## config.mk

```make
export PLATFORM = sky130hd
export DESIGN_NAME = tbs_div
export DESIGN_NICKNAME = d
export VERILOG_FILES = /design/src/tbs_pkg.sv /design/src/tbs_div.sv
export SDC_FILE = /design/constraint.sdc
export NUM_CORES = 1
export LEC_CHECK = 0
export BUFFER_PORTS_ARGS = -buffer_cell sky130_fd_sc_hd__clkbuf_2
export CAP_MARGIN = 20
export CORE_UTILIZATION = 58
export DETAILED_ROUTE_END_ITERATION = 6
export GPL_ROUTABILITY_DRIVEN = 0
export PLACE_DENSITY = 0.81
export SLEW_MARGIN = 15
export SYNTH_ARGS = -nofsm -noshare
export SYNTH_HDL_FRONTEND = slang
export SYNTH_SLANG_ARGS = --single-unit
```

## constraint.sdc

```tcl
create_clock -name clk -period 11.3 [get_ports clk]
set_clock_uncertainty 0.1 [all_clocks]
set_input_delay 0 -clock clk [delete_from_list [all_inputs] [get_ports clk]]
set_output_delay 0 -clock clk [all_outputs]
set_load 0.005 [all_outputs]
```

## src/tbs_pkg.sv

```systemverilog
// ----------------------------------------------------------------------------
// tbs_pkg
// shared types and constants of the trajectory breakpoint segmenter
// ----------------------------------------------------------------------------
package tbs_pkg;

  localparam int CFG_INDEX_W = 2;
  localparam logic [CFG_INDEX_W-1:0] CFG_COS   = 2'd0;
  localparam logic [CFG_INDEX_W-1:0] CFG_SPEED = 2'd1;

  localparam int SQRT_W   = 68;
  localparam int SQRT_H   = SQRT_W / 2;
  localparam int SQRT_CW  = $clog2(SQRT_H + 1);

  localparam int DIV_NW   = 68;
  localparam int DIV_DW   = 48;
  localparam int DIV_CW   = $clog2(DIV_NW + 1);

  localparam int MUL_W    = 35;
  localparam int ACC_W    = 2 * MUL_W;

  localparam logic signed [MUL_W-1:0] US_PER_S = 35'sd1000000;

  typedef logic signed [31:0] coord_t;
  typedef logic signed [33:0] wvec_t;
  typedef logic signed [15:0] unit_t;
  typedef logic [47:0]        time_t;

endpackage

```

## src/tbs_div.sv

```systemverilog
// ----------------------------------------------------------------------------
// tbs_div
// restoring unsigned divider, one quotient bit per cycle
// ----------------------------------------------------------------------------
module tbs_div (
  input  logic                       clk,
  input  logic                       rst,
  input  logic                       start,
  input  logic [tbs_pkg::DIV_NW-1:0] num,
  input  logic [tbs_pkg::DIV_DW-1:0] den,
  output logic                       done,
  output logic [tbs_pkg::DIV_NW-1:0] quo
);
  import tbs_pkg::*;

  logic [DIV_NW-1:0] n;
  logic [DIV_DW-1:0] d;
  logic [DIV_DW-1:0] rem;
  logic [DIV_CW-1:0] cnt;
  logic              busy;
  logic [DIV_DW:0]   r2;
  logic              take;

  assign r2   = {rem, n[DIV_NW-1]};
  assign take = r2 >= {1'b0, d};
  assign done = busy && (cnt == '0);

  always_ff @(posedge clk) begin
    if (rst) begin
      busy <= 1'b0;
      cnt  <= '0;
    end else if (start) begin
      busy <= 1'b1;
      cnt  <= DIV_CW'(DIV_NW);
      n    <= num;
      d    <= den;
      rem  <= '0;
      quo  <= '0;
    end else if (busy && cnt != '0) begin
      cnt <= cnt - 1'b1;
      n   <= n << 1;
      rem <= take ? DIV_DW'(r2 - {1'b0, d}) : DIV_DW'(r2);
      quo <= {quo[DIV_NW-2:0], take};
    end else if (done) begin
      busy <= 1'b0;
    end
  end
endmodule

```

==> results of run 1 <==
## power by group
group          leakage (nW)  internal, mW  switching [mW]  total (mW)
combinational          3.70         0.230           0.276       0.506
clock                 0.380         0.455           0.345       0.801
sequential             2.29          1.06          0.0309        1.10
total                  6.37          1.75           0.652        2.40
## repair_timing
action	CTS	global route
hold buffers	117	0
resized for setup	0	0
buffers inserted	0	0
endpoints found under the hold margin	124	0
## metrics by stage
| step | cell area [um^2] | utilization, % | hold WS, ns | setup WS, ns |
|---|---|---|---|---|
| after detailed placement | 13400 | 63.9 | 0.0786 | 7.58 |
| after global placement | 13400 | 63.9 | 0.0784 | 7.68 |
| after global routing | 15400 | 73.2 | 0.0510 | 7.25 |
| final | 15400 | 73.2 | 0.0312 | 7.52 |
| after CTS | 15400 | 73.1 | 0.00465 | 7.56 |
| after floorplan | 12400 | - | -0.00113 | 1.75 |
## how the worst max path moves through the flow
stage | start | to | slack [ns]
floorplan | cnt[0] | n[0] | 1.75
global placement | n[67] | rem[42] | 7.68
detailed placement | rem[21] | rem[8] | 7.58
CTS | rem[21] | rem[13] | 7.56
global route | rem[21] | rem[13] | 7.25
finish | rem[21] | rem[13] | 7.52
## registers in the layout, indices dropped and copies added, names as in the netlist
register / count
busy: 1
cnt: 7
d: 48
n: 68
quo: 68
rem: 48
## routing by layer
layer	vias to the layer above	global-route usage (%)	wire length, um
li1	4186	-	-
met1	4234	32.8	11800
met2	300	44.8	14200
met3	70	4.39	1690
met4	0	9.18	894
met5	-	0	0
## cell type report
type	count	share of cell area [%]
flip-flops and latches	240	46.3
multi-input cells	636	30.9
repair buffers	309	14.1
clock buffers	33	4.26
well taps	275	2.23
inverters	61	1.49
clock inverters	11	0.756
diodes	1	0.0163
## kinds of logic after synthesis
kind of cell             share of synthesized area [%]
AO/OA/AOI/OAI                                     10.2
buffers and inverters                             4.63
flip-flops                                        57.3
XOR/XNOR                                          3.24
AND/OR/NAND/NOR                                   10.7
multiplexers                                      8.80
adder cells (fa/ha/maj)                           5.19
## cells in the final DEF, fill, tap and decap left out, types with 3 or more instances in the layout
master and n:
nand2_1 45, nand2b_1 4, clkinv_2 5, dfxtp_1 8
nor2_1 64, xor2_1 17, nor3_1 15, a21oi_1 53
a31oi_1 8, nor2b_1 75, edfxtp_1 232, mux2i_1 34
o21ai_0 19, mux2_2 67, ha_1 50, o21a_1 5
a31o_2 3, clkbuf_1 8, nand4_1 16, dlygate4sd3_1 117
xnor2_1 29, o21ai_1 3, buf_4 4, a21o_1 32
o21bai_1 10, clkbuf_2 186, clkbuf_16 25, clkinv_1 4
inv_1 60, o21ai_2 4, nand3_1 17, a22o_1 3
a211oi_1 3, and2_1 4
==> flow_summary_export.csv, run 1 <==
group,metric,value,unit
setup_path,cpMaxStageDelayCell,"or2_4",
layout,regArea,0.00713,mm^2
synthesis,netlist_instances,985,
sta,hold_viol,0,
sta,finalCritPeriodShare,33.4,%
grt,grt_max_degree,105,
cts,cts-root-buf,"clkbuf_16",
setup_path,rrSetupSlack,7.52,ns
synthesis,ys_seq_elements,240,
grt,grtUsageTotal,25.9,%
layout,fillCellCount,1370,
layout,nets,1443,
setup_path,crit_buf_inv,0,
routing,dr_total_vias,8790,
power_and_ir_drop,p_leak,6.37,nW
routing,drt-wirelength-per-cell,18.2,um
synthesis,ys.flop_type,"edfxtp_1",
synthesis,syn_avg_cell_area,12.6,um^2
die,core,0.0210,mm^2
power_and_ir_drop,finalPower,2.40,mW
synthesis,synth_top_area_share,56.0,%
setup_path,cp.depth,11,
cts,h-tree-depth,1,
synthesis,synth-edff-count,232,
sta,setup_viol,0,
setup_path,worstPathMaxFanout,48,
sta,grt_setup_unrepaired,"no",
synthesis,synth_area,0.0124,mm^2
synthesis,synth_top_area_cell,"edfxtp_1",
synthesis,synth_cell_types,78,
setup_path,max_stage_delay,0.69,ns
min_path,min-delay-path-class,"primary input to flop",
setup_path,crit_chain,"ha_1 -> nand4_1 -> or3_1 -> nor4_2 -> nand2_1 -> a21oi_1 -> o21ai_2 -> a21oi_2 -> or2_4 -> mux2i_1 -> nor2_1",
placement,hpwl,17.1,mm
synthesis,ys_async_sr_fraction,0,%
sta,slew_headroom,35.3,%
routing,drc,0,
setup_path,worstSetupStartpointType,"flop",
routing,firstDrtPassIters,7,
routing,antenna_left,0,
min_path,hold_start,"start",
sta,fin_crit,3.78,ns
placement,port-buffer-count,187,
setup_path,cp_top_family,"simple AND/OR/NAND/NOR gates",
synthesis,ys_warn_count,0,
die,rows,53,
routing,via_per_inst,5.61,
power_and_ir_drop,powerDensity,156,mW/mm^2
synthesis,syn_nets,1155,
synthesis,yosysMostFrequentCell,"edfxtp_1",
cts,clock_latency,0.54,ns
grt,grt_pass1_vias,8823,
die,die_w,148,um
setup_path,crit_path_end_kind,"flop",
sta,setup_tns,0,ns
routing,first_iter_violations,530,
grt,antenna_found_initial,1,
placement,dp.cells,1403,
layout,final_cells,1566,
sta,worst_slew_pin_slew,0.971,ns
grt,grt_pass1_wl,45.1,mm
run,timing.max_cap.violations,0,
cts,clockBufferDepth,3,
run_status,status,"finished, final reports clean",
setup_path,r2r_end,"rem[13]",
die,die_height,148,um
cts,cts_buffers,25,
die,initial_core_util,59.2,%
grt,grt_overflow,0,
setup_path,worstSetupPathType,"flop to flop",
synthesis,synth_seq_area_share,57.3,%
synthesis,synth.area.top_cells,"edfxtp_1, mux2_2, ha_1",
synthesis,synth_common_cells,"edfxtp_1, nor2b_1, mux2_2",
setup_path,crit_arrival,3.93,ns
cts,cts_sinks,240,
layout,syn2layout_area_growth,23.7,%
sta,fmax,265,MHz
sta,finalMaxSlewViolations,0,
layout,multiInputGateArea,0.00476,mm^2
die,dieArea,0.0221,mm^2
setup_path,reg2regPathDepth,11,
setup_path,worstPathRequired,11.45,ns
power_and_ir_drop,ir_drop,0.000120,V
routing,drt_wl_total,28.5,mm
setup_path,worstReg2RegStart,"rem[21]",
layout,drive_above_1_share,24.7,%
min_path,hold_end,"rem[7]",
die,ioPinCount,188,
cts,path_clk_slew,0.06,ns
min_path,hold_depth,2,
cts,cts_tree,"done",
No activity file was read; power rests on OpenSTA's default activity.
==> run 2: changes to the inputs <==
- clock period: 11.3 -> 3.5 ns (I/O delays scaled with it)
==> flow_summary_export.csv, run 2 (synthesized netlist as in run 1, its figures left out) <==
group,metric,value,unit
min_path,hold_start,"den[34]",
sta,finalCritPeriodShare,95.8,%
setup_path,setup.worst_path.end,"rem[44]",
routing,dr_total_vias,8833,
placement,port-buffer-count,187,
sta,worst_slew_pin_slew,0.981,ns
die,ioPinCount,188,
sta,setup_viol,0,
setup_path,r2r_end,"rem[44]",
run,timing.max_cap.violations,0,
layout,drive_above_1_share,26.2,%
setup_path,rrSetupSlack,0.15,ns
power_and_ir_drop,ir_drop,0.000410,V
grt,grtUsageTotal,25.4,%
setup_path,reg2regPathDepth,11,
grt,use_met3,4.66,%
cts,clock_latency,0.54,ns
routing,drt-wirelength-per-cell,17.9,um
die,dieArea,0.0221,mm^2
layout,nets,1460,
setup_path,cp-startpoint,"rem[14]",
setup_path,worstSetupPathType,"flop to flop",
routing,antenna_left,0,
setup_path,worstPathRequired,3.69,ns
cts,cts_sinks,240,
routing,first_iter_violations,536,
power_and_ir_drop,p_leak,6.45,nW
layout,final_cell_mix,"edfxtp_1, clkbuf_2, dlygate4sd3_1",
cts,cts_buffers,25,
setup_path,crit_path_end_kind,"flop",
grt,use_met2,43.1,%
placement,placed_area,0.0136,mm^2
sta,fmax,298,MHz
die,rows,53,
cts,cts_tree,"done",
routing,firstDrtPassIters,4,
grt,grt_pass1_vias,8945,
layout,top_regs,"n x68, quo x68",
power_and_ir_drop,netSwitchingFraction,27.8,%
sta,hold_viol,0,
power_and_ir_drop,finalPower,7.69,mW
layout,regArea,0.00713,mm^2
routing,drc,0,
layout,layout_commonest_cell,"edfxtp_1",
sta,fin_crit,3.35,ns
cts,path_clk_slew,0.07,ns
cts,clockBufferDepth,3,
setup_path,worstPathMaxFanout,7,
die,die_height,148,um
run_status,status,"finished, final reports clean",
die,initial_core_util,59.2,%
sta,finalMaxSlewViolations,0,
die,core,0.0210,mm^2
placement,hpwl,17.1,mm
grt,antenna_found_initial,1,
min_path,min-delay-path-class,"primary input to flop",
routing,via_per_inst,5.57,
grt,busiest_layer,"met2",
setup_path,worstReg2RegStart,"rem[14]",
power_and_ir_drop,clkPwrFrac,31.8,%
power_and_ir_drop,switching_power,2.14,mW
power_and_ir_drop,power_frac_comb,22.3,%
grt,grt_overflow,0,
routing,drt_wl_total,28.3,mm
sta,slew_headroom,34.6,%
grt,grt_use_met1,32.4,%
sta,grt_setup_unrepaired,"yes",
power_and_ir_drop,internal_power,5.55,mW
grt,grt_max_degree,189,
cts,h-tree-depth,1,
power_and_ir_drop,powerDensity,493,mW/mm^2
power_and_ir_drop,seqPwrFrac,45.9,%
cts,cts-root-buf,"clkbuf_16",
die,die_w,148,um
layout,final_cell_area,0.0156,mm^2
layout,multiInputGateArea,0.00484,mm^2
grt,grt_pass1_wl,44.3,mm
layout,fillCellCount,1361,
layout,syn2layout_area_growth,25.5,%
setup_path,worstSetupStartpointType,"flop",
setup_path,crit_arrival,3.55,ns
==> run 2: cell types whose count changed in the layout (fill, tap and decap cells not counted), sizes merged <==
cell / before / now
buf: 6 / 21
clkinv: 9 / 14
bufinv: 2 / 0
dlygate4sd3: 117 / 119
clkbuf: 219 / 218
==> run 2: stage by stage <==
| stage | utilization [%] | hold WS, ns | setup slack (ns) | cells | setup TNS, ns |
|---|---|---|---|---|---|
| 2_1_floorplan | - | -0.00113 | -0.675 | 985 | -124.15 |
| 3_3_place_gp | 64.8 | 0.0784 | 0.127 | 1418 | 0 |
| 3_5_place_dp | 64.8 | 0.0786 | 0.0188 | 1418 | 0 |
| 4_1_cts | 74.0 | 0.0637 | 0.00736 | 1584 | 0 |
| 5_1_grt | 74.3 | 0.0637 | -0.0114 | 1585 | -0.0114 |
| 6_report | 74.3 | 0.0769 | 0.147 | 1585 | 0 |
==> run 2: worst min path at each step <==
stage,endpoint,cells past startpoint
after floorplan,d[0],0
after global placement,d[42],1
after detailed placement,d[36],1
after CTS,d[34],2
after global routing,d[44],2
final,d[34],2
==> run 2: final cells by class <==
class / instances / area share (%)
Clock buffer: 32 / 4.17
Clock inverter: 14 / 0.473
Antenna cell: 1 / 0.0160
Inverter: 61 / 1.47
Tap cell: 275 / 2.20
Sequential cell: 240 / 45.6
Timing Repair Buffer: 326 / 15.0
Multi-Input combinational cell: 636 / 31.0
==> run 2: per-layer routing <==
layer / vias to the layer above / wire [um]
li1: 4223 / -
met1: 4225 / 11800
met2: 318 / 14000
met3: 67 / 1640
met4: 0 / 952
met5: - / 0
==> run 2: worst max-delay path, cell delays in order, from the launching register on <==
cell	delay, ns
edfxtp_1	0.39
ha_1	0.39
a21o_1	0.23
a21o_1	0.18
a21o_1	0.20
nor3_1	0.38
o21ai_4	0.15
a31oi_4	0.23
o21ai_4	0.09
a221oi_2	0.32
nor4_1	0.08
a311o_1	0.35
==> run 2: repair_timing <==
item | in CTS | in global routing
hold endpoints to repair | 124 | 0
hold buffers | 119 | 0
resized for setup | 1 | 9
endpoints found under the setup margin | 1 | 20
pin swaps | 1 | 5
setup buffers | 1 | 0
==> run 2: power groups by stage <==
stage | Sequential [mW] | Combinational, mW | Clock, mW
final | 3.53 | 1.72 | 2.44
after global routing | 3.55 | 1.88 | 2.58
after CTS | 3.53 | 1.68 | 2.45
after detailed placement | 3.58 | 1.55 | 0
after global placement | 3.58 | 1.52 | 0
after floorplan | 3.57 | 1.20 | 0
