**src/tbs_pkg.sv**
```systemverilog
// ----------------------------------------------------------------------------
// tbs_pkg
// shared types and constants of the trajectory breakpoint segmenter
// ----------------------------------------------------------------------------
package tbs_pkg;

  localparam int CFG_INDEX_W = 2;
  localparam logic [CFG_INDEX_W-1:0] CFG_COS   = 2'd0;
  localparam logic [CFG_INDEX_W-1:0] CFG_SPEED = 2'd1;

  localparam int SQRT_W   = 68;
  localparam int SQRT_H   = SQRT_W / 2;
  localparam int SQRT_CW  = $clog2(SQRT_H + 1);

  localparam int DIV_NW   = 68;
  localparam int DIV_DW   = 48;
  localparam int DIV_CW   = $clog2(DIV_NW + 1);

  localparam int MUL_W    = 35;
  localparam int ACC_W    = 2 * MUL_W;

  localparam logic signed [MUL_W-1:0] US_PER_S = 35'sd1000000;

  typedef logic signed [31:0] coord_t;
  typedef logic signed [33:0] wvec_t;
  typedef logic signed [15:0] unit_t;
  typedef logic [47:0]        time_t;

endpackage

```
**src/tbs_sqrt.sv**
```systemverilog
// ----------------------------------------------------------------------------
// tbs_sqrt
// floor square root, two radicand bits per cycle
// ----------------------------------------------------------------------------
module tbs_sqrt (
  input  logic                       clk,
  input  logic                       rst,
  input  logic                       start,
  input  logic [tbs_pkg::SQRT_W-1:0] radicand,
  output logic                       done,
  output logic [tbs_pkg::SQRT_H-1:0] root
);
  import tbs_pkg::*;

  logic [SQRT_W-1:0]  rad;
  logic [SQRT_H+1:0]  rem;
  logic [SQRT_CW-1:0] cnt;
  logic               busy;
  logic [SQRT_H+3:0]  remv;
  logic [SQRT_H+3:0]  trial;
  logic               take;

  assign remv  = {rem, rad[SQRT_W-1 -: 2]};
  assign trial = {2'b00, root, 2'b01};
  assign take  = remv >= trial;
  assign done  = busy && (cnt == '0);

  always_ff @(posedge clk) begin
    if (rst) begin
      busy <= 1'b0;
      cnt  <= '0;
    end else if (start) begin
      busy <= 1'b1;
      cnt  <= SQRT_CW'(SQRT_H);
      rad  <= radicand;
      rem  <= '0;
      root <= '0;
    end else if (busy && cnt != '0) begin
      cnt  <= cnt - 1'b1;
      rad  <= rad << 2;
      rem  <= take ? (SQRT_H+2)'(remv - trial) : (SQRT_H+2)'(remv);
      root <= {root[SQRT_H-2:0], take};
    end else if (done) begin
      busy <= 1'b0;
    end
  end
endmodule

```
**config.mk**
```make
export PLATFORM = sky130hd
export DESIGN_NAME = tbs_sqrt
export DESIGN_NICKNAME = d
export VERILOG_FILES = /design/src/tbs_pkg.sv /design/src/tbs_sqrt.sv
export SDC_FILE = /design/constraint.sdc
export NUM_CORES = 1
export LEC_CHECK = 0
export BUFFER_PORTS_ARGS = -buffer_cell sky130_fd_sc_hd__clkbuf_2
export CAP_MARGIN = 30
export CORE_ASPECT_RATIO = 2
export CORE_MARGIN = 1
export CORE_UTILIZATION = 25
export CTS_CLUSTER_SIZE = 28
export DETAILED_ROUTE_END_ITERATION = 6
export GPL_TIMING_DRIVEN = 1
export PLACE_DENSITY = 0.42
export SYNTH_ARGS = -nofsm -noshare
export SYNTH_HDL_FRONTEND = slang
export SYNTH_SLANG_ARGS = --single-unit
```
**constraint.sdc**
```tcl
create_clock -name clk -period 25.3 [get_ports clk]
set_clock_uncertainty 0.05 [all_clocks]
set_input_delay 1.265 -clock clk [delete_from_list [all_inputs] [get_ports clk]]
set_output_delay 1.265 -clock clk [all_outputs]
set_load 0.05 [all_outputs]
```
==> impl_metrics.csv, run 1 <==
group,metric,value,unit
run_status,status,"finished, final reports clean",
route,num_vias,5524,
floorplan,rows,92,
synth,yosysSeqAreaShare,0.5388,
setup_path,setup.worst_path.end,"root[13]$_SDFFCE_PP0P_",
route,wire_per_inst,15.69,um
global_routing,use_met2,0.2537,
placement,dp_slack,21.26,ns
sta,finalHoldViolCount,0,
floorplan,start_util,0.2530,
setup_path,startpoint,"start",
sta,rsz0062_at_grt,"false",
synth,netlist_top_cells_count,"edfxtp_1, nor2_1, mux2_2, a21oi_1, inv_1",
clock_network,cts_buffers,17,
power_and_ir_drop,p_clk_frac,0.344,
floorplan,core,0.03143,mm2
layout,final_layout_size_suffix_gt1_frac,0.2687,
global_routing,grtUsageMet3,0.03021,
clock_network,htreeDepth,4,
sta,timing.final.crit_share,0.1381,
power_and_ir_drop,internal_power,0.4871,mW
setup_path,worstSetupEndpointType,"register",
placement,placed_area,0.008954,mm2
sta,relSlewSlack,0.4265,
global_routing,grt_pass1_wl,30640,um
route,drt_iter0_drc,263,
synth,synth_edf_count,138,
setup_path,cp_data_required_time,25.32,ns
clock_network,numClockSinks,145,
layout,nFillCells,3304,
global_routing,grt_usage,0.1253,
setup_path,worstReg2RegEnd,"rem[3]$_SDFFCE_PP0P_",
clock_network,root_buffer,"clkbuf_16",
synth,synth.area.top_cells,"edfxtp_1, mux2_2, ha_1",
synth,synth_fp_nets,801,
clock_network,clock_latency,0.45,ns
floorplan,dieWidth,128.1,um
global_routing,grt_pass1_vias,5912,
sta,setup_viol,0,
job,maxCapViolCount,0,
global_routing,met1_usage,0.1165,
power_and_ir_drop,p_per_area,73.73,mW/mm2
sta,fin_tns_setup,0,ns
setup_path,r2r_cells,10,
global_routing,grt.busiest_layer,"met2",
synth,synth-seq-cells,145,
route,via_per_inst,4.502,
setup_path,timing.rr.start,"rem[0]$_SDFFCE_PP0P_",
clock_network,cts_tree,"built",
power_and_ir_drop,p_sw,0.2130,mW
route,drc,0,
setup_path,cp_max_fo,62,
synth,async_flop_share,0,
sta,slew_violations,0,
global_routing,grt_max_degree,63,
clock_network,postCtsResizedCells,0,
sta,worst_slack,21.81,ns
power_and_ir_drop,total_leakage_power,3.743,nW
clock_network,postCtsSetupRepairBufs,0,
power_and_ir_drop,sw_frac_of_total,0.3042,
clock_network,path_clk_slew,0.06,ns
route,dr.pass1.iters,4,
synth,ys_types,59,
min_path,hold_class,"register to register",
synth,synth_area,0.007951,mm2
sta,fmaxAchievable,286.3,MHz
layout,multi_input_area,0.003387,mm2
placement,dp_hpwl,14260,um
global_routing,gr-total-overflow,0,
clock_network,cts_buffer_depth,2,
power_and_ir_drop,peakVddDrop,0.04040,mV
layout,area_growth,19.42,%
global_routing,antenna_found_initial,0,
floorplan,die-height,254.2,um
synth,synth_top_area_frac,0.5212,
power_and_ir_drop,p_comb_frac,0.232,
power_and_ir_drop,pwr-share-seq,0.424,
layout,fin_nets,901,
floorplan,die-area,0.03257,mm2
synth,synthFlopType,"edfxtp_1",
synth,syn_inst,692,
setup_path,r2r_slack,21.82,ns
route,routed_wl,19250,um
route,ant_nets,0,
layout,seq_area,0.004284,mm2
setup_path,cp.arrival,3.51,ns
placement,port_buffers,105,
clock_network,ctsHoldBuffers,0,
synth,synth_warnings,0,
floorplan,ios,106,
sta,tightest_slew,0.8584,ns
setup_path,path_class,"input pin to register",
layout,insertedDiodeCount,0,
synth,synth_area_leader_cell,"edfxtp_1",
synth,synth.most_common_cell,"edfxtp_1",
sta,min_period,3.493,ns
layout,stdcell_area,0.009495,mm2
synth,syn_avg_cell_area,11.49,um2
placement,gp_congestion,0.7527,
setup_path,start_kind,"input pin",
power_and_ir_drop,fin_total_pwr,0.7001,mW
layer usage:
layer  vias up  wire length [um]  share of wire
met1      2700              6664           0.35
met3        13               637          0.033
met5         -                 0              0
met4         0               285          0.015
li1       2722                 -              -
met2        89             11660           0.61
flip-flops by register name, indices dropped and copies added, names as in the netlist:
signal	count
rad	68
rem	36
root	34
cnt	6
busy	1
cells by family (layout without fill, tap and decap cells):
group	Yosys count	count (layout)	share of synthesized area
AND/OR/NAND/NOR	185	185	0.1026
flip-flops	145	145	0.5388
AO/OA/AOI/OAI	134	134	0.1146
multiplexers	78	78	0.1087
buffers and inverters	78	190	0.03808
adder cells (fa/ha/maj)	38	38	0.05980
XOR/XNOR	34	34	0.03745
cell usage in the layout (no fill, tap or decap), drive strengths merged, types with 5 or more instances in the layout:
cell type and instances:
inv 51, o211ai 6, buf 7, nand3 7, nand4 6, and3 5
clkbuf 122, mux2i 11, a21o 13, ha 38, nand2 36, clkinv 6
xor2 10, a31oi 6, nor3 16, xnor2 24, a21oi 49, o21ai 19
nor2 93, dfxtp 7, a211oi 12, and2 7, o21bai 5, edfxtp 138
mux2 67
power groups by stage:
stage	combinational, mW	clock (mW)	sequential, mW
3_3_place_gp	0.165	0	0.303
3_5_place_dp	0.165	0	0.303
6_report	0.162	0.241	0.297
5_1_grt	0.181	0.254	0.300
4_1_cts	0.166	0.249	0.298
2_1_floorplan	0.113	0	0.315
layout make-up:
cell class | instances | share of cell area
multi-input combinational | 469 | 0.3567
inverter | 48 | 0.01897
timing repair buffer | 111 | 0.06035
sequential | 145 | 0.4512
tap | 423 | 0.05574
clock inverter | 13 | 0.01186
clock buffer | 18 | 0.04520
worst max-delay path, cell delays in order:
cell	delay, ns
buf_4	0.38
clkinv_1	0.39
a21oi_4	0.21
buf_4	0.45
buf_4	0.72
metrics by stage:
stage	hold WS, ns	util	std cells
final	0.4975	0.3022	1227
after global placement	0.4770	0.2849	1196
after detailed placement	0.4863	0.2849	1196
after global routing	0.5122	0.3022	1227
after CTS	0.5005	0.3022	1227
after floorplan	0.4257	-	692
worst min-delay path by stage:
stage,from,depth (start not counted),endpoint,slack (ns)
2_1_floorplan,busy$_SDFFE_PP0P_,2,busy$_SDFFE_PP0P_,0.43
5_1_grt,rad[11]$_DFFE_PP_,1,rad[13]$_DFFE_PP_,0.51
6_report,rad[35]$_DFFE_PP_,1,rad[37]$_DFFE_PP_,0.50
3_5_place_dp,rad[35]$_DFFE_PP_,1,rad[37]$_DFFE_PP_,0.49
3_3_place_gp,rad[47]$_DFFE_PP_,1,rad[49]$_DFFE_PP_,0.48
4_1_cts,rad[35]$_DFFE_PP_,1,rad[37]$_DFFE_PP_,0.50
Note: power is estimated with default switching activity, not from simulation.
==> inputs of run 2 (changes only) <==
--- a/config.mk
+++ b/config.mk
@@ -5,6 +5,7 @@
 export SDC_FILE = /design/constraint.sdc
 export NUM_CORES = 1
 export LEC_CHECK = 0
+export ABC_AREA = 1
 export BUFFER_PORTS_ARGS = -buffer_cell sky130_fd_sc_hd__clkbuf_2
 export CAP_MARGIN = 30
 export CORE_ASPECT_RATIO = 2
@@ -13,7 +14,7 @@
 export CTS_CLUSTER_SIZE = 28
 export DETAILED_ROUTE_END_ITERATION = 6
 export GPL_TIMING_DRIVEN = 1
-export PLACE_DENSITY = 0.42
+export PLACE_DENSITY = 0.43
 export SYNTH_ARGS = -nofsm -noshare
 export SYNTH_HDL_FRONTEND = slang
 export SYNTH_SLANG_ARGS = --single-unit
==> constraint.sdc (replaced) <==
create_clock -name clk -period 3 [get_ports clk]
set_clock_uncertainty 0.05 [all_clocks]
set_input_delay 0.15 -clock clk [delete_from_list [all_inputs] [get_ports clk]]
set_output_delay 0.15 -clock clk [all_outputs]
set_load 0.05 [all_outputs]
==> run 2 against run 1 <==
Compared with the run above:
- flip-flop and latch count unchanged
- largest power group unchanged
- critical endpoint is now rem[27]$_SDFFCE_PP0P_
- combinational power increased to 10 times the previous value
- sequential power increased to 8.4 times the previous value
- core utilization increased by 1.7 points
- total power increased to 9.1 times the previous value
==> impl_metrics.csv, run 2 <==
group,metric,value,unit
run_status,status,"finished, final reports clean",
floorplan,die-height,273.3,um
route,ant_nets,0,
setup_path,crit_path_top_delay_cell,"ha_1",
layout,final_layout_size_suffix_gt1_frac,0.1326,
route,num_vias,8012,
floorplan,die-area,0.03762,mm2
floorplan,core,0.03642,mm2
route,routed_wl,27770,um
layout,reg_top3,"rad x68, rem x36, root x34",
clock_network,numClockSinks,145,
setup_path,cpPeakStageDelay,0.43,ns
sta,min_period,2.642,ns
power_and_ir_drop,total_leakage_power,5.770,nW
power_and_ir_drop,p_per_area,549.0,mW/mm2
global_routing,grt_max_degree,107,
synth,synth_fp_nets,1336,
sta,setup_viol,0,
sta,rsz0062_at_grt,"false",
layout,finalNonFillerCells,1872,
route,wire_per_inst,14.84,um
sta,timing.final.crit_share,0.8806,
sta,finalHoldViolCount,0,
synth,synthFlopType,"edfxtp_1",
layout,final_common_cell,"nand2_1",
global_routing,antenna_found_initial,0,
synth,ys_types,34,
power_and_ir_drop,pwr-share-seq,0.390,
clock_network,cts_buffer_depth,2,
floorplan,start_util,0.2526,
global_routing,grt_usage,0.1569,
global_routing,gr-total-overflow,0,
layout,fin_nets,1514,
setup_path,cp_max_fo,5,
job,maxCapViolCount,0,
setup_path,start_kind,"register",
layout,insertedDiodeCount,0,
power_and_ir_drop,p_comb_frac,0.258,
power_and_ir_drop,internal_power,4.236,mW
sta,fmaxAchievable,378.5,MHz
sta,fin_tns_setup,0,ns
route,via_per_inst,4.280,
clock_network,root_buffer,"clkbuf_16",
clock_network,clock_latency,0.46,ns
synth,syn_avg_cell_area,7.498,um2
layout,mostFrequentLayoutCells,"nand2_1, inv_1, edfxtp_1, nor2_1, clkbuf_2",
setup_path,cp.arrival,2.80,ns
synth,netlist_top_cells_count,"nand2_1, inv_1, edfxtp_1, nor2_1, a21oi_1",
clock_network,cts_tree,"built",
setup_path,cp_common_cell,"nand2_1",
setup_path,cp_data_required_time,3.15,ns
clock_network,cts_buffers,17,
synth,synth_top_area_frac,0.4504,
power_and_ir_drop,p_sw,2.143,mW
placement,gp_congestion,0.8541,
synth,synth_warnings,0,
power_and_ir_drop,sw_frac_of_total,0.3360,
synth,synth.area.top_cells,"edfxtp_1, nand2_1, inv_1",
global_routing,grt_pass1_wl,43330,um
clock_network,path_clk_slew,0.07,ns
sta,slew_violations,0,
route,drt_iter0_drc,274,
sta,tightest_slew,0.5737,ns
synth,synth_area,0.009200,mm2
sta,relSlewSlack,0.6170,
synth,synth.most_common_cell,"nand2_1",
min_path,hold_class,"input pin to register",
route,dr.pass1.iters,4,
placement,dp_hpwl,21420,um
global_routing,grt_pass1_vias,8291,
layout,largest_register_ffs,68,
route,drc,0,
synth,syn_inst,1227,
synth,synth_area_leader_cell,"edfxtp_1",
power_and_ir_drop,peakVddDrop,0.3760,mV
floorplan,dieWidth,137.6,um
setup_path,path_class,"register to register",
floorplan,ios,106,
synth,synth-seq-cells,145,
placement,dp_cells,1771,
power_and_ir_drop,p_clk_frac,0.352,
synth,synth_edf_count,138,
layout,area_growth,26.30,%
synth,yosysSeqAreaShare,0.4657,
clock_network,htreeDepth,4,
floorplan,rows,99,
layout,regMostFlops,"rad",
placement,port_buffers,105,
synth,async_flop_share,0,
setup_path,crit_chain,"inv_1 > ha_1 > nand2_1 > nor2_1 > inv_1 > nor2_1 > nand3_1 > nand2_1 > nand2_1 > nand2_1 > nand2_1 > nand2_1 > nor2_1",
setup_path,worstSetupEndpointType,"register",
-- run 2: power by group through the flow --
| stage | clock [mW] | sequential, mW | combinational, mW |
|---|---|---|---|
| after detailed placement | 0 | 2.53 | 1.60 |
| after global placement | 0 | 2.53 | 1.60 |
| final | 2.25 | 2.49 | 1.64 |
| after global routing | 2.38 | 2.50 | 1.84 |
| after CTS | 2.32 | 2.49 | 1.68 |
| after floorplan | 0 | 2.61 | 1.02 |
-- run 2: routing by layer --
layer | GRT usage | share of wire | up-vias
li1 | - | - | 4172
met1 | 0.1398 | 0.34 | 3644
met3 | 0.03037 | 0.029 | 59
met5 | 0 | 0 | -
met2 | 0.3075 | 0.57 | 137
met4 | 0.1012 | 0.057 | 0
-- run 2: cells by family (layout without fill, tap and decap cells) --
group / count (synthesis) / after routing / synth area share
adder cells (fa/ha/maj): 38 / 38 / 0.05168
flip-flops: 145 / 145 / 0.4657
AND/OR/NAND/NOR: 730 / 730 / 0.3188
AO/OA/AOI/OAI: 80 / 80 / 0.05263
buffers and inverters: 217 / 408 / 0.09506
XOR/XNOR: 17 / 17 / 0.01618
-- run 2: final cells by class --
cell class | count | area (um2)
Fill cell | 4010 | 24800
Sequential cell | 145 | 4287
Multi-Input combinational cell | 865 | 4059
Timing Repair Buffer | 190 | 1414
Inverter | 186 | 698.2
Tap cell | 454 | 568.0
Clock buffer | 17 | 425.4
Clock inverter | 15 | 168.9
-- run 2: per-stage QoR --
stage               instance area [um2]  utilization  hold slack (ns)  total power, mW  setup slack, ns
detailed placement                10330       0.2838           0.3642            4.137           0.2947
global route                      11620       0.3191          0.07160            6.719           0.1405
floorplan                          9220            -           0.1724            3.634          -0.3768
global placement                  10330       0.2838           0.3562            4.133           0.3133
CTS                               11620       0.3191          0.04596            6.492           0.2788
finish                            11620       0.3191          0.07165            6.379           0.3581
-- run 2: worst paths after layout --
path	from	endpoint	slack, ns	cells past startpoint
max	root[24]$_SDFFCE_PP0P_	rem[27]$_SDFFCE_PP0P_	0.36	13
min	start	busy$_SDFFE_PP0P_	0.07	3
max reg2reg	root[24]$_SDFFCE_PP0P_	rem[27]$_SDFFCE_PP0P_	0.36	13
min reg2reg	cnt[0]$_SDFFE_PP0P_	cnt[0]$_SDFFE_PP0P_	0.43	2
-- run 2: critical path, delay by kind of cell, from the launching register on --
| kind | cells | cell delay [ns] |
|---|---|---|
| fa+ha+maj | 1 | 0.43 |
| buf+inv | 2 | 0.19 |
| flops | 1 | 0.36 |
| simple gates | 10 | 1.36 |
-- run 2: what timing repair did --
| action | 4_1_cts | 5_1_grt |
|---|---|---|
| hold endpoints to repair | 69 | 0 |
| hold buffers | 69 | 0 |
| setup buffers | 0 | 0 |
| resized for setup | 0 | 0 |
==> inputs of run 3 (changes only) <==
==> constraint.sdc (replaced) <==
create_clock -name clk -period 3 [get_ports clk]
set_clock_uncertainty 0.05 [all_clocks]
set_input_delay 0.45 -clock clk [delete_from_list [all_inputs] [get_ports clk]]
set_output_delay 0.45 -clock clk [all_outputs]
set_load 0.05 [all_outputs]
==> run 3 against run 2 <==
Compared with the run above:
- core utilization decreased by 2.1 points
- final cell count decreased by 3.8%
- maximum frequency decreased by 4.6%
- combinational power decreased by 4%
- sequential share of layout area increased by 2.6 points
- largest power group unchanged
==> impl_metrics.csv, run 3 (synthesized netlist as in run 2, its figures left out) <==
group,metric,value,unit
run_status,status,"finished, final reports clean",
floorplan,dieWidth,137.6,um
sta,worst_slack,0.2309,ns
power_and_ir_drop,p_per_area,559.3,mW/mm2
sta,slew_violations,0,
floorplan,rows,99,
floorplan,core,0.03642,mm2
sta,rsz0062_at_grt,"false",
floorplan,die-area,0.03762,mm2
setup_path,cp_data_required_time,3.14,ns
setup_path,timing.rr.start,"root[17]$_SDFFCE_PP0P_",
setup_path,cp_top_family,"simple AND/OR/NAND/NOR gates",
sta,timing.final.crit_share,0.9230,
setup_path,cpPeakStageDelay,0.43,ns
clock_network,cts_buffer_depth,2,
layout,reg_top3,"rad x68, rem x36, root x34",
route,drt_iter0_drc,292,
placement,port_buffers,105,
power_and_ir_drop,p_sw,2.025,mW
setup_path,crit_chain,"inv_1 > ha_1 > nand2_1 > nor2_1 > nand2_1 > nor2_2 > nand4_1 > and3_1 > buf_12 > a21oi_1 > nor2_1",
power_and_ir_drop,p_clk_frac,0.331,
power_and_ir_drop,p_comb_frac,0.259,
route,ant_nets,0,
power_and_ir_drop,internal_power,4.042,mW
job,maxCapViolCount,0,
route,routed_wl,27420,um
clock_network,htreeDepth,4,
layout,largest_register_ffs,68,
layout,insertedDiodeCount,0,
setup_path,worstSetupEndpointType,"register",
setup_path,cp.arrival,2.91,ns
clock_network,clock_latency,0.45,ns
setup_path,start_kind,"register",
placement,dp_hpwl,21450,um
global_routing,grt_max_degree,76,
sta,finalHoldViolCount,0,
route,num_vias,7807,
clock_network,ctsHoldBuffers,0,
sta,tightest_slew,0.5861,ns
setup_path,path_class,"register to register",
placement,gp_congestion,0.9225,
sta,min_period,2.769,ns
clock_network,path_clk_slew,0.06,ns
route,drc,0,
global_routing,grt_pass1_vias,8156,
global_routing,gr-total-overflow,0,
floorplan,ios,106,
power_and_ir_drop,peakVddDrop,0.3896,mV
setup_path,crit_buf_inv,2,
min_path,hold_class,"input pin to register",
clock_network,root_buffer,"clkbuf_16",
layout,regMostFlops,"rad",
power_and_ir_drop,sw_frac_of_total,0.3337,
placement,dp_slack,0.2235,ns
global_routing,grt_usage,0.1548,
sta,fmaxAchievable,361.1,MHz
layout,final_common_cell,"nand2_1",
clock_network,cts_buffers,17,
setup_path,startpoint,"root[17]$_SDFFCE_PP0P_",
global_routing,antenna_found_initial,0,
clock_network,numClockSinks,145,
layout,mostFrequentLayoutCells,"nand2_1, inv_1, edfxtp_1, nor2_1, clkbuf_2",
setup_path,crit_path_top_delay_cell,"ha_1",
floorplan,start_util,0.2526,
layout,final_layout_size_suffix_gt1_frac,0.1360,
clock_network,cts_tree,"built",
setup_path,cp_max_fo,17,
route,via_per_inst,4.337,
route,dr.pass1.iters,5,
floorplan,die-height,273.3,um
layout,fin_nets,1444,
layout,area_growth,17.90,%
power_and_ir_drop,pwr-share-seq,0.410,
sta,setup_viol,0,
min_path,min_from,"rst",
power_and_ir_drop,total_leakage_power,5.430,nW
route,wire_per_inst,15.23,um
sta,relSlewSlack,0.6087,
layout,final_util,0.2978,
global_routing,grt_pass1_wl,42920,um
==> run 3: cell count changes in the layout (fill, tap and decap cells not counted), sizes merged <==
cell	before	now
dlygate4sd3	69	0
bufinv	2	1
clkbuf	121	122
clkinv	3	8
clkinvlp	1	3
inv	195	186
buf	17	16
==> run 3: cell type report <==
class	instances	area, um2
clock buffer	18	429.2
clock inverter	12	96.34
fill	4113	25570
inverter	186	698.2
multi-input combinational	865	4061
sequential	145	4287
tap	454	568.0
timing repair buffer	120	706.9
==> run 3: path summary, 6_finish.rpt <==
check,cells past startpoint,endpoint,slack (ns)
hold reg to reg,2,cnt[3]$_SDFFE_PP0P_,0.43
setup reg to reg,11,rem[22]$_SDFFCE_PP0P_,0.23
setup / recovery,11,rem[22]$_SDFFCE_PP0P_,0.23
hold / removal,2,busy$_SDFFE_PP0P_,0.18
==> run 3: repair_timing <==
action / in CTS / in global routing
endpoints found under the setup margin: 0 / 1
gates resized for setup: 0 / 2
setup buffers: 0 / 0
==> run 3: layer usage <==
layer  track usage  vias up  wire length [um]  part of all wire
li1              -     4039                 -                 -
met1        0.1395     3558              9224              0.34
met2        0.3038      153             15900              0.58
met3       0.02926       57               900             0.033
met4       0.09630        0              1397             0.051
met5             0        -                 0                 0
==> run 3: power by group through the flow <==
stage                     Combinational [mW]  Sequential (mW)  Clock, mW
after floorplan                         1.02             2.61          0
after global placement                  1.60             2.53          0
after detailed placement                1.60             2.53          0
after CTS                               1.60             2.49       2.08
after global routing                    1.77             2.50       2.14
final                                   1.57             2.49       2.01
==> run 3: metrics by stage <==
| stage | instance area, um2 | setup TNS (ns) | std cells | hold WS (ns) | power, mW |
|---|---|---|---|---|---|
| after floorplan | 9225 | -49.38 | 1227 | 0.4003 | 3.635 |
| after global placement | 10310 | 0 | 1770 | 0.4103 | 4.130 |
| after detailed placement | 10310 | 0 | 1770 | 0.4297 | 4.128 |
| after CTS | 10840 | 0 | 1800 | 0.1574 | 6.173 |
| after global routing | 10850 | 0 | 1800 | 0.1860 | 6.421 |
| final | 10850 | 0 | 1800 | 0.1798 | 6.067 |
